`src/hdl/tcpq_pkg.sv`:
```
// shared types and constants of the ticket queue unit
`timescale 1ns / 1ps
package tcpq_pkg;

  localparam int unsigned SERVICE_W   = 4;
  localparam int unsigned TICKET_W    = 32;
  localparam int unsigned IN_TDATA_W  = 8;
  localparam int unsigned OUT_TDATA_W = 40;

  typedef enum logic [1:0] {
    OP_JOIN = 2'd0,
    OP_GET  = 2'd1,
    OP_BAD  = 2'd2
  } op_e;

  typedef enum logic [1:0] {
    ST_OK    = 2'd0,
    ST_BAD   = 2'd1,
    ST_FULL  = 2'd2,
    ST_EMPTY = 2'd3
  } status_e;

  typedef struct packed {
    op_e                  op;
    logic [SERVICE_W-1:0] service;
    logic                 vip;
  } cmd_t;

endpackage

```
`src/hdl/tcpq_cmd_fifo.sv`:
```
// two-entry command queue between the front and back parts
`timescale 1ns / 1ps
module tcpq_cmd_fifo (
  input  logic          clk_i,
  input  logic          rst_ni,
  input  logic          push_i,
  input  tcpq_pkg::cmd_t push_cmd_i,
  output logic          full_o,
  input  logic          pop_i,
  output logic          valid_o,
  output tcpq_pkg::cmd_t pop_cmd_o
);
  import tcpq_pkg::*;

  cmd_t       slot_q [2];
  logic       wr_ptr_q, wr_ptr_d;
  logic       rd_ptr_q, rd_ptr_d;
  logic [1:0] cnt_q, cnt_d;

  assign full_o    = (cnt_q == 2'd2);
  assign valid_o   = (cnt_q != 2'd0);
  assign pop_cmd_o = slot_q[rd_ptr_q];

  always_comb begin
    wr_ptr_d = wr_ptr_q;
    rd_ptr_d = rd_ptr_q;
    cnt_d    = cnt_q;
    if (push_i) begin
      wr_ptr_d = ~wr_ptr_q;
    end
    if (pop_i) begin
      rd_ptr_d = ~rd_ptr_q;
    end
    if (push_i && !pop_i) begin
      cnt_d = cnt_q + 2'd1;
    end else if (!push_i && pop_i) begin
      cnt_d = cnt_q - 2'd1;
    end
  end

  always_ff @(posedge clk_i or negedge rst_ni) begin
    if (!rst_ni) begin
      wr_ptr_q <= 1'b0;
      rd_ptr_q <= 1'b0;
      cnt_q    <= 2'd0;
    end else begin
      wr_ptr_q <= wr_ptr_d;
      rd_ptr_q <= rd_ptr_d;
      cnt_q    <= cnt_d;
    end
  end

  always_ff @(posedge clk_i) begin
    if (push_i) begin
      slot_q[wr_ptr_q] <= push_cmd_i;
    end
  end

endmodule

```
`config.mk`:
```
export PLATFORM = sky130hd
export DESIGN_NAME = tcpq_cmd_fifo
export DESIGN_NICKNAME = d
export VERILOG_FILES = /design/src/hdl/tcpq_pkg.sv /design/src/hdl/tcpq_cmd_fifo.sv
export SDC_FILE = /design/constraint.sdc
export NUM_CORES = 1
export LEC_CHECK = 0
export BUFFER_PORTS_ARGS = -buffer_cell sky130_fd_sc_hd__buf_4
export CAP_MARGIN = 0
export CORE_MARGIN = 10
export CORE_UTILIZATION = 40
export CTS_CLUSTER_DIAMETER = 40
export DETAILED_ROUTE_END_ITERATION = 16
export HOLD_SLACK_MARGIN = 0.02
export PLACE_DENSITY_LB_ADDON = 0.1
export SKIP_LAST_GASP = 1
export SYNTH_ARGS = -nofsm -noshare
export SYNTH_HDL_FRONTEND = slang
export SYNTH_SLANG_ARGS = --single-unit
```
`constraint.sdc`:
```
create_clock -name clk_i -period 1.12 [get_ports clk_i]
set_input_delay 0.112 -clock clk_i [delete_from_list [all_inputs] [get_ports clk_i]]
set_output_delay 0.112 -clock clk_i [all_outputs]
set_load 0.005 [all_outputs]
```
# --- Word level (Yosys, flattened, before mapping) ---
# Memories as Yosys holds them, arrays and structs flattened.
# Cells that the tools add are included.
op_classes:
  order_cmp: 0
  shifts: 0
  div: 0
  n_addsub: 2
  n_eq_ne: 1
  mux: 4
  n_reduce_logical: 6
  n_bitwise: 2
  multipliers: 0
op_table:
  columns: ["operator", "count"]
  rows:
  - ["$mux 2", 2]
  - ["$reduce_bool 2->1", 2]
  - ["$add 2x1->2 const B", 1]
  - ["$eq 2x2->1 const B", 1]
  - ["$logic_and 1x1->1", 2]
  - ["$logic_not 1->1", 2]
  - ["$mux 1", 2]
  - ["$not 1->1", 2]
  - ["$sub 2x1->2 const B", 1]
totals:
  reg_bits: 4
  memories: 1
  latch_bits: 0
  mem_bits_rw: 14
  mem_bits_ro: 0
  output_inout_bits: 9
  in_bits: 11
memory_table:
  columns: ["memory", "words", "word_bits", "rd", "rd_ports_with_merged_regs", "wr", "line_no", "text"]
  rows:
  - ["slot_q", 2, 7, 1, 0, 1, "tcpq_cmd_fifo.sv:15", "cmd_t slot_q [2];"]

# --- Logic depth before layout (Yosys ltp) ---
# Gate-level depths: netlist of the first run.
logic_depth:
  word_depth: 4
  mapped_depth: 5
  ltp_nobuf: 5

# --- Worst setup path after synthesis of the first run ---
# OpenSTA, ideal clock, no wires.
synth_path:
  path_kind: "register to register"
  startpoint: "reg wr_ptr_q"
  endpoint: "mem slot_q[0][0] (netlist bit), enable pin"
  setup_ns: 0.365
  arrival_time_ns: 0.745
  path_slack_ns: 0.010
  stages_incl_launch_ff: 2
  required_time_ns: 0.755
  path_cell_list: "dfrtp_1 nor2b_1"
synth_rtl:
  columns: ["element", "line_no", "text"]
  rows:
  - ["start, declared", "tcpq_cmd_fifo.sv:16", "logic wr_ptr_q, wr_ptr_d;"]
  - ["start signal, assigned", "tcpq_cmd_fifo.sv:47", "wr_ptr_q <= wr_ptr_d;"]
  - ["end, declared", "tcpq_cmd_fifo.sv:15", null]
# No word-level cell before the write port.

==> impl_results.md, run 1 <==
* Fin cells at 91
* Max Buffers Root-to-Sink at 2
* Outcome: finished with violations
* Vias at 425
* Fmax achieved at 731 MHz
* CP endpoint kind: primary output
* Post-synth top cells: edfxtp_1, mux2_2, dfrtp_1, xor2_1
* Synthesized area at 702 um^2
* Worst EP arrival at 1.26 ns
* Initial DRC Count at 0
* FF+latch count, synth at 18
* CP peak stage delay at 0.52 ns
* Distinct cell type count after synthesis at 13
* Worst slew pin tran at 0.332 ns
* Rows at 15
* HP Class: input port to register
* Worst Path Required at 1.01 ns
* Violated checks: setup timing
* Antenna violations before repair at 0
* Mean Syn Cell Area at 18.5 um^2
* TritonCTS clock tree: built
* Final Slew Violations at 0
* Worst skew pair latency at 0.29 ns
* Global-route wire length before repair at 2390 um
* Sequential Power Share at 45.2%
* Vias per inst at 4.67
* Initial Util at 41.6%
* Ant. Diodes at 0
* Tcrit/Tclk final at 122%
* Cells after Synth at 38
* Combinational Power Share at 40.8%
* TritonCTS Buffers at 3
* Clock Power Share at 14.0%
* CTS Sinks at 18
* Drt drc at 0
* Top post-synthesis cells by area: edfxtp_1, dfrtp_1, mux2_2, xor2_1, ha_1
* DP Cell Count at 76
* Number of global-route vias before repair at 508
* Reg clk slew, reported paths at 0.09 ns
* H-tree lvl count at 1
* HPWL Detailed at 1060 um
* DRT Wirelength at 1390 um
* Ys Warns at 0
* Io pins at 20
* Async set-reset flop share out of synthesis at 22.2%
* Die Wd at 61.9 um
* Sequential area share after synthesis at 74.2%
* Psw at 635 uW
* DIE HEIGHT at 61.9 um
* Setup ws final at -0.248 ns
* Setup repair after global routing missed its margin: yes
* # nets final at 87
* Worst setup SP type: register
* GR Util met2 at 16.1%
* VDD IR-drop max at 0.00146 V
* RePlAce Congestion at 0.663
* Total GRT Usage at 8.77%
* CP Class: register to primary output
* Syn_nets at 50
* Power Density at 2190 mW/mm^2
* ANT nets after route at 0
* Sw Share at 27.0%
* IO Port Bufs at 19
* Final Hold Fails at 0
* Count leader, synth: edfxtp_1
* Slowest cell on crit path: dfrtp_2
* Met3 usage at 2.03%
* Crit path max-delay family: flip-flops
* Synth Flop Type: edfxtp_1
* Pleak at 0.000464 uW
* Layout cells sized above 1 at 50.0%
* Worst-path fanout max at 8
* Pint at 1710 uW
* Total of max-cap violations at 0
* Min Tclk post-route at 1.37 ns
* Most Crowded Layer GR: met2
* Core area at 0.00169 mm^2
* Post-route clock skew at 0.00699 ns
* Buf+Inv Stages, Crit Path at 1
* DRT Pass-1 Iters at 1
* GRT overflow at 0
* Pre-CTS WS at -0.0464 ns
* Synth top area share at 59.9%
* Largest area contributor in the netlist: edfxtp_1
* # setup viols final at 8
* Max_slew headroom at 77.9%
* Pin count of the biggest net entering global routing at 11
* Wire per inst at 15.3 um
* Synth-to-layout area growth at 52.8%
* Die ar. at 0.00383 mm^2
* Clock root cell: clkbuf_4
* Crit-path cells: mux2_4 > buf_6
* GRT met1 Usage at 8.56%
* Post-synth EDFFs at 14
[state kept, by name, summed over array words and instances, names as in the netlist]
register and flops:
cnt_q 2, wr_ptr_q 1, slot_q 14, rd_ptr_q 1
[cell usage in the layout (no fill, tap or decap), drive strengths merged]
cell         Yosys  final
xnor2            1      1
inv              1      1
and2b            1      1
dfrtp            4      4
ha               1      1
mux2             7      7
clkbuf           0      4
or2              1      1
xor2             4      4
dlygate4sd3      0      9
nor2b            1      1
and2             1      1
edfxtp          14     14
nor2             1      1
buf              1     24
[final timing paths]
| kind | from | endpoint | cells after the start | slack (ns) |
|---|---|---|---|---|
| min in group asynchronous | rst_ni | rd_ptr_q | 2 | 0.14 |
| worst min-delay path | push_i | wr_ptr_q | 2 | 0.03 |
| max in group asynchronous | rst_ni | rd_ptr_q | 2 | 0.87 |
| worst min register to register | wr_ptr_q | wr_ptr_q | 1 | 0.54 |
| worst max register to register | wr_ptr_q | slot_q[1][2] | 1 | 0.05 |
| worst max-delay path | rd_ptr_q | pop_cmd_o[3] | 2 | -0.25 |
[layout make-up]
type | count | area (um^2)
clock buffer | 4 | 26.3
fill | 131 | 617
inverter | 1 | 3.75
multi-input combinational | 18 | 195
sequential | 18 | 522
tap | 17 | 21.3
timing repair buffer | 33 | 304
[power by group through the flow]
stage	Combinational (uW)	Clock, uW	Sequential (uW)
3_3_place_gp	659	0	1040
4_1_cts	975	343	1070
2_1_floorplan	397	0	987
3_5_place_dp	692	0	1060
6_report	957	329	1060
5_1_grt	1020	385	1100
[per-layer routing]
layer / up-vias / share of wire [%]
li1: 208 / -
met1: 200 / 37
met2: 12 / 57
met3: 5 / 4.1
met4: 0 / 2.6
met5: - / 0
[what timing repair did]
action	4_1_cts	5_1_grt
gates resized for setup	18	0
pin swaps	1	1
endpoints found under the setup margin	9	9
buffers inserted	2	0
hold buffers	9	0
hold endpoints to repair	19	0
cloned	0	0
[per-stage QoR]
stage,hold slack [ns],instance area [um^2],setup TNS (ns),utilization [%],total power [uW]
2_1_floorplan,-0.184,702,0,-,1380
3_3_place_gp,-0.0940,877,-0.0720,51.9,1700
3_5_place_dp,-0.0873,877,-0.271,51.9,1760
4_1_cts,0.0214,1070,-1.97,63.5,2380
5_1_grt,0.0205,1070,-2.40,63.5,2500
6_report,0.0289,1070,-1.77,63.5,2350
[logic make-up (layout without fill, tap and decap cells)]
group	Yosys count	after routing	synth area share [%]
flip-flops	18	18	74.2
adder cells (fa/ha/maj)	1	1	1.78
buffers and inverters	2	38	2.14
multiplexers	7	7	11.2
AND/OR/NAND/NOR	5	5	4.46
XOR/XNOR	5	5	6.24
No activity file was read; power rests on OpenSTA's default activity.
==> run 2: changes to the inputs <==
--- a/config.mk
+++ b/config.mk
@@ -7,8 +7,10 @@
 export LEC_CHECK = 0
 export BUFFER_PORTS_ARGS = -buffer_cell sky130_fd_sc_hd__buf_4
 export CAP_MARGIN = 0
-export CORE_MARGIN = 10
-export CORE_UTILIZATION = 40
+export CELL_PAD_IN_SITES_DETAIL_PLACEMENT = 1
+export CELL_PAD_IN_SITES_GLOBAL_PLACEMENT = 1
+export CORE_MARGIN = 3
+export CORE_UTILIZATION = 36
 export CTS_CLUSTER_DIAMETER = 40
 export DETAILED_ROUTE_END_ITERATION = 16
 export HOLD_SLACK_MARGIN = 0.02
==> run 2 against run 1 <==
  * Register-to-register slack gained 0.05 ns
  * Non-clock buffer count rose by 1
  * The flow still finishes with violations (setup timing)
  * Hold slack better by 0.12 ns
  * Die area fell by 34%
  * Cell area rose by 2.0%
  * Largest cell class unchanged
  * Flip-flop and latch count unchanged
==> impl_results.md, run 2 (synthesis gave the netlist of run 1 again) <==
* Drt drc at 0
* Outcome: finished with violations
* Final Slew Violations at 0
* Initial DRC Count at 0
* Setup repair after global routing missed its margin: yes
* Core area at 0.00178 mm^2
* Commonest cells after routing, fill and taps aside: buf_4, edfxtp_1, dlygate4sd3_1
* HPWL Detailed at 877 um
* Io pins at 20
* DRT Wirelength at 1300 um
* Largest Register: slot_q
* # setup viols final at 8
* Filler cell count at 167
* Setup ws final at -0.239 ns
* Vias per inst at 4.26
* Global-route wire length before repair at 2350 um
* Pin count of the biggest net entering global routing at 11
* Min Tclk post-route at 1.36 ns
* Reg clk slew, reported paths at 0.09 ns
* Worst EP arrival at 1.25 ns
* Initial Util at 39.4%
* Fmax achieved at 736 MHz
* CP endpoint kind: primary output
* Worst-path fanout max at 8
* GRT overflow at 0
* DP Cell Count at 84
* Min Hold Slack at 0.151 ns
* CP Class: register to primary output
* # nets final at 88
* CTS Sinks at 18
* Number of global-route vias before repair at 504
* Power Density at 2130 mW/mm^2
* H-tree lvl count at 1
* Tcrit/Tclk final at 121%
* Worst skew pair latency at 0.28 ns
* Worst setup SP type: register
* Synth-to-layout area growth at 55.8%
* Max_slew headroom at 83.6%
* TritonCTS clock tree: built
* Wire per inst at 13.0 um
* Antenna violations before repair at 0
* VDD IR-drop max at 0.00124 V
* Vias at 426
* Die ar. at 0.00252 mm^2
* Total of max-cap violations at 0
* Layout cells sized above 1 at 50.7%
* Final Hold Fails at 0
* Top flop regs: slot_q x14, cnt_q x2
* Clock root cell: clkbuf_4
* Violated checks: setup timing
* Worst slew pin tran at 0.246 ns
* Largest register FFs at 14
* Post-route clock skew at 0.00322 ns
* Worst Path Required at 1.01 ns
* IO Port Bufs at 19
* Fin cells at 100
* RePlAce Congestion at 0.636
* Rows at 15
* ANT nets after route at 0
* Ant. Diodes at 0
* Commonest non-fill, non-tap cell in the layout: buf_4
* TritonCTS Buffers at 3
* Die Wd at 50.2 um
* HP Class: input port to asynchronous set/reset pin
* DRT Pass-1 Iters at 1
* Max Buffers Root-to-Sink at 2
* DIE HEIGHT at 50.2 um
* Pleak at 0.000468 uW
* Setup TNS at -1.70 ns
* Total GRT Usage at 13.1%
## run 2: path summary, 6_finish.rpt
check                      slack, ns  cells after the start  startpoint           end
max                            -0.24                      2    rd_ptr_q  pop_cmd_o[4]
min in group clk_i              0.19                      3      push_i      cnt_q[0]
min                             0.15                      2      rst_ni      wr_ptr_q
max in group asynchronous       0.86                      2      rst_ni      rd_ptr_q
min reg2reg                     0.49                      1    wr_ptr_q      wr_ptr_q
max reg2reg                     0.10                      4    cnt_q[0]      cnt_q[1]
## run 2: power breakdown
group | leakage, uW | internal (uW) | switching (uW)
sequential | 0.000177 | 915 | 137
clock | 0.0000150 | 138 | 185
combinational | 0.000276 | 663 | 289
total | 0.000468 | 1720 | 610
## run 2: cell type report
type                       instances  area, um^2  area share [%]
clock buffer                       4        26.3            2.40
inverter                           1        3.75           0.343
timing repair buffer              34         314            28.7
sequential                        18         522            47.7
tap                               25        31.3            2.86
multi-input combinational         18         196            18.0
## run 2: routing by layer
layer  global-route usage [%]  wire length [um]
met1                     14.6               528
met2                     22.8               699
met3                     2.97                55
met4                     6.91                15
met5                        0                 0
## run 2: per-stage QoR
stage               power, uW  instance area (um^2)  setup slack, ns  utilization [%]
finish                   2330                  1090           -0.239             61.3
global route             2480                  1090           -0.315             61.3
CTS                      2360                  1090           -0.265             61.3
detailed placement       1720                   887          -0.0251             49.8
global placement         1690                   887          0.00534             49.8
floorplan                1380                   702           0.0104                -
## run 2: critical path, stage by stage, from the launching register on
cell,delay (ns)
dfrtp_2,0.52
mux2_4,0.33
buf_6,0.11
## run 2: what timing repair did
item	in CTS	in global routing
hold buffers	10	0
buffers inserted	2	0
pin swaps	1	1
endpoints found under the hold margin	20	0
resized for setup	18	1
endpoints found under the setup margin	9	16
==> run 3: changes to the inputs <==
--- a/config.mk
+++ b/config.mk
@@ -15,6 +15,7 @@
 export DETAILED_ROUTE_END_ITERATION = 16
 export HOLD_SLACK_MARGIN = 0.02
 export PLACE_DENSITY_LB_ADDON = 0.1
+export SETUP_SLACK_MARGIN = 0.05
 export SKIP_LAST_GASP = 1
 export SYNTH_ARGS = -nofsm -noshare
 export SYNTH_HDL_FRONTEND = slang
==> run 3 against run 2 <==
  * The run still ends with setup timing left
  * Cell area rose by 1.8%
  * Sequential share of layout area fell by 0.86 points
  * Final cell count rose by 1.0%
  * Flip-flop and latch count did not move
  * Critical path type unchanged
  * Critical endpoint unchanged
==> impl_results.md, run 3 (synthesis gave the netlist of run 1 again) <==
* Antenna violations before repair at 0
* TritonCTS clock tree: built
* CP endpoint kind: primary output
* Wire per inst at 14.2 um
* Drt drc at 0
* Vias per inst at 4.47
* Worst Path Required at 1.01 ns
* # setup viols final at 9
* Multi-input gate area at 199 um^2
* Power Density at 2190 mW/mm^2
* Setup ws final at -0.258 ns
* Violated checks: setup timing
* Largest register FFs at 14
* HPWL Detailed at 953 um
* Worst-path fanout max at 8
* Io pins at 20
* DRT Pass-1 Iters at 3
* Worst r2r src: cnt_q[0]
* RePlAce Congestion at 0.774
* Register area at 522 um^2
* Flop2flop setup slack at 0.06 ns
* Outcome: finished with violations
* Final instance area at 0.00111 mm^2
* Core area at 0.00178 mm^2
* Slowest cell on crit path: dfrtp_2
* HP Class: input port to asynchronous set/reset pin
* ANT nets after route at 0
* Worst slew pin tran at 0.250 ns
* Max_slew headroom at 83.3%
* GRT overflow at 0
* DRT Wirelength at 1440 um
* Clock root cell: clkbuf_4
* # nets final at 89
* Initial DRC Count at 5
* CP Class: register to primary output
* CP peak stage delay at 0.52 ns
* Total GRT Usage at 13.9%
* Total of max-cap violations at 0
* VDD IR-drop max at 0.00113 V
* DIE HEIGHT at 50.2 um
* Rows at 15
* Tcrit/Tclk final at 123%
* Crit-path cells: mux2_4 > buf_6
* Die ar. at 0.00252 mm^2
* Commonest non-fill, non-tap cell in the layout: buf_4
* Pleak at 0.000480 uW
* Ant. Diodes at 0
* Post-route clock skew at 0.00152 ns
* Die Wd at 50.2 um
* Vias at 451
* Top flop regs: slot_q x14, cnt_q x2
* Reg clk slew, reported paths at 0.10 ns
* IO Port Bufs at 19
* CTS Sinks at 18
* Final Slew Violations at 0
* Initial Util at 39.4%
* Worst setup SP type: register
* Setup repair after global routing missed its margin: yes
* Crit path max-delay family: flip-flops
* Reg2Reg Depth at 4
* Synth-to-layout area growth at 58.6%
* H-tree lvl count at 1
* Reg2reg end: cnt_q[1]
* Filler cell count at 162
* Worst EP arrival at 1.27 ns
* Commonest cells after routing, fill and taps aside: buf_4, edfxtp_1, dlygate4sd3_1
* Pin count of the biggest net entering global routing at 11
* Global-route wire length before repair at 2480 um
* Pre-CTS WS at -0.0365 ns
* Min Tclk post-route at 1.38 ns
* Number of global-route vias before repair at 533
* Max Buffers Root-to-Sink at 2
* Layout cells sized above 1 at 53.9%
* Largest Register: slot_q
* TritonCTS Buffers at 3
* Buf+Inv Stages, Crit Path at 1
* Placed Area at 890 um^2
* Worst skew pair latency at 0.29 ns
* Fmax achieved at 726 MHz
* Final Hold Fails at 0
## run 3: cell types whose count changed in the layout (fill, tap and decap cells not counted)
cell	before	now
buf_4	15	16
clkbuf_8	0	1
nor2b_1	1	0
clkbuf_1	1	0
nor2b_2	0	1
## run 3: per-stage QoR
step / TNS, ns / hold slack (ns) / std cells / power (uW) / util [%]
floorplan: 0 / -0.184 / 38 / 1390 / -
global placement: 0 / -0.0903 / 84 / 1690 / 49.9
detailed placement: -0.202 / -0.0896 / 84 / 1750 / 49.9
CTS: -2.08 / 0.135 / 101 / 2450 / 62.2
global route: -2.40 / 0.142 / 101 / 2580 / 62.5
finish: -1.92 / 0.142 / 101 / 2440 / 62.5
## run 3: area by class of cell
type / count / area share [%]
inverters: 1 / 0.337
flip-flops and latches: 18 / 46.9
repair buffers: 35 / 28.9
multi-input cells: 18 / 17.9
well taps: 25 / 2.81
clock buffers: 4 / 3.26
## run 3: worst reg2reg max path: stages, from the launching register on
cell	delay, ns
dfrtp_1	0.43
buf_6	0.13
xor2_1	0.13
nor2_1	0.13
xor2_1	0.16
## run 3: how the worst max path moves through the flow
stage | cells after the start | startpoint | to
5_1_grt | 2 | rd_ptr_q | pop_cmd_o[4]
4_1_cts | 2 | rd_ptr_q | pop_cmd_o[4]
6_report | 2 | rd_ptr_q | pop_cmd_o[4]
3_5_place_dp | 2 | rd_ptr_q | pop_cmd_o[4]
3_3_place_gp | 2 | rd_ptr_q | pop_cmd_o[1]
2_1_floorplan | 1 | wr_ptr_q | slot_q[0][0]
## run 3: power breakdown
group,switching [uW],total (uW),internal (uW)
clock,188,386,198
combinational,292,978,686
sequential,159,1070,915
## run 3: what timing repair did
action | 4_1_cts | 5_1_grt
gates resized for setup | 18 | 1
gates cloned | 0 | 0
setup endpoints to repair | 16 | 10
pin swaps | 0 | 2
hold buffers | 10 | 0
endpoints found under the hold margin | 20 | 0
setup buffers | 3 | 0
## run 3: metal layers
layer,GRT usage [%],up-vias,part of all wire (%)
li1,-,212,-
met1,13.9,227,35
met2,25.9,10,60
met3,3.86,2,4.3
met4,6.91,0,0.83
met5,0,-,0
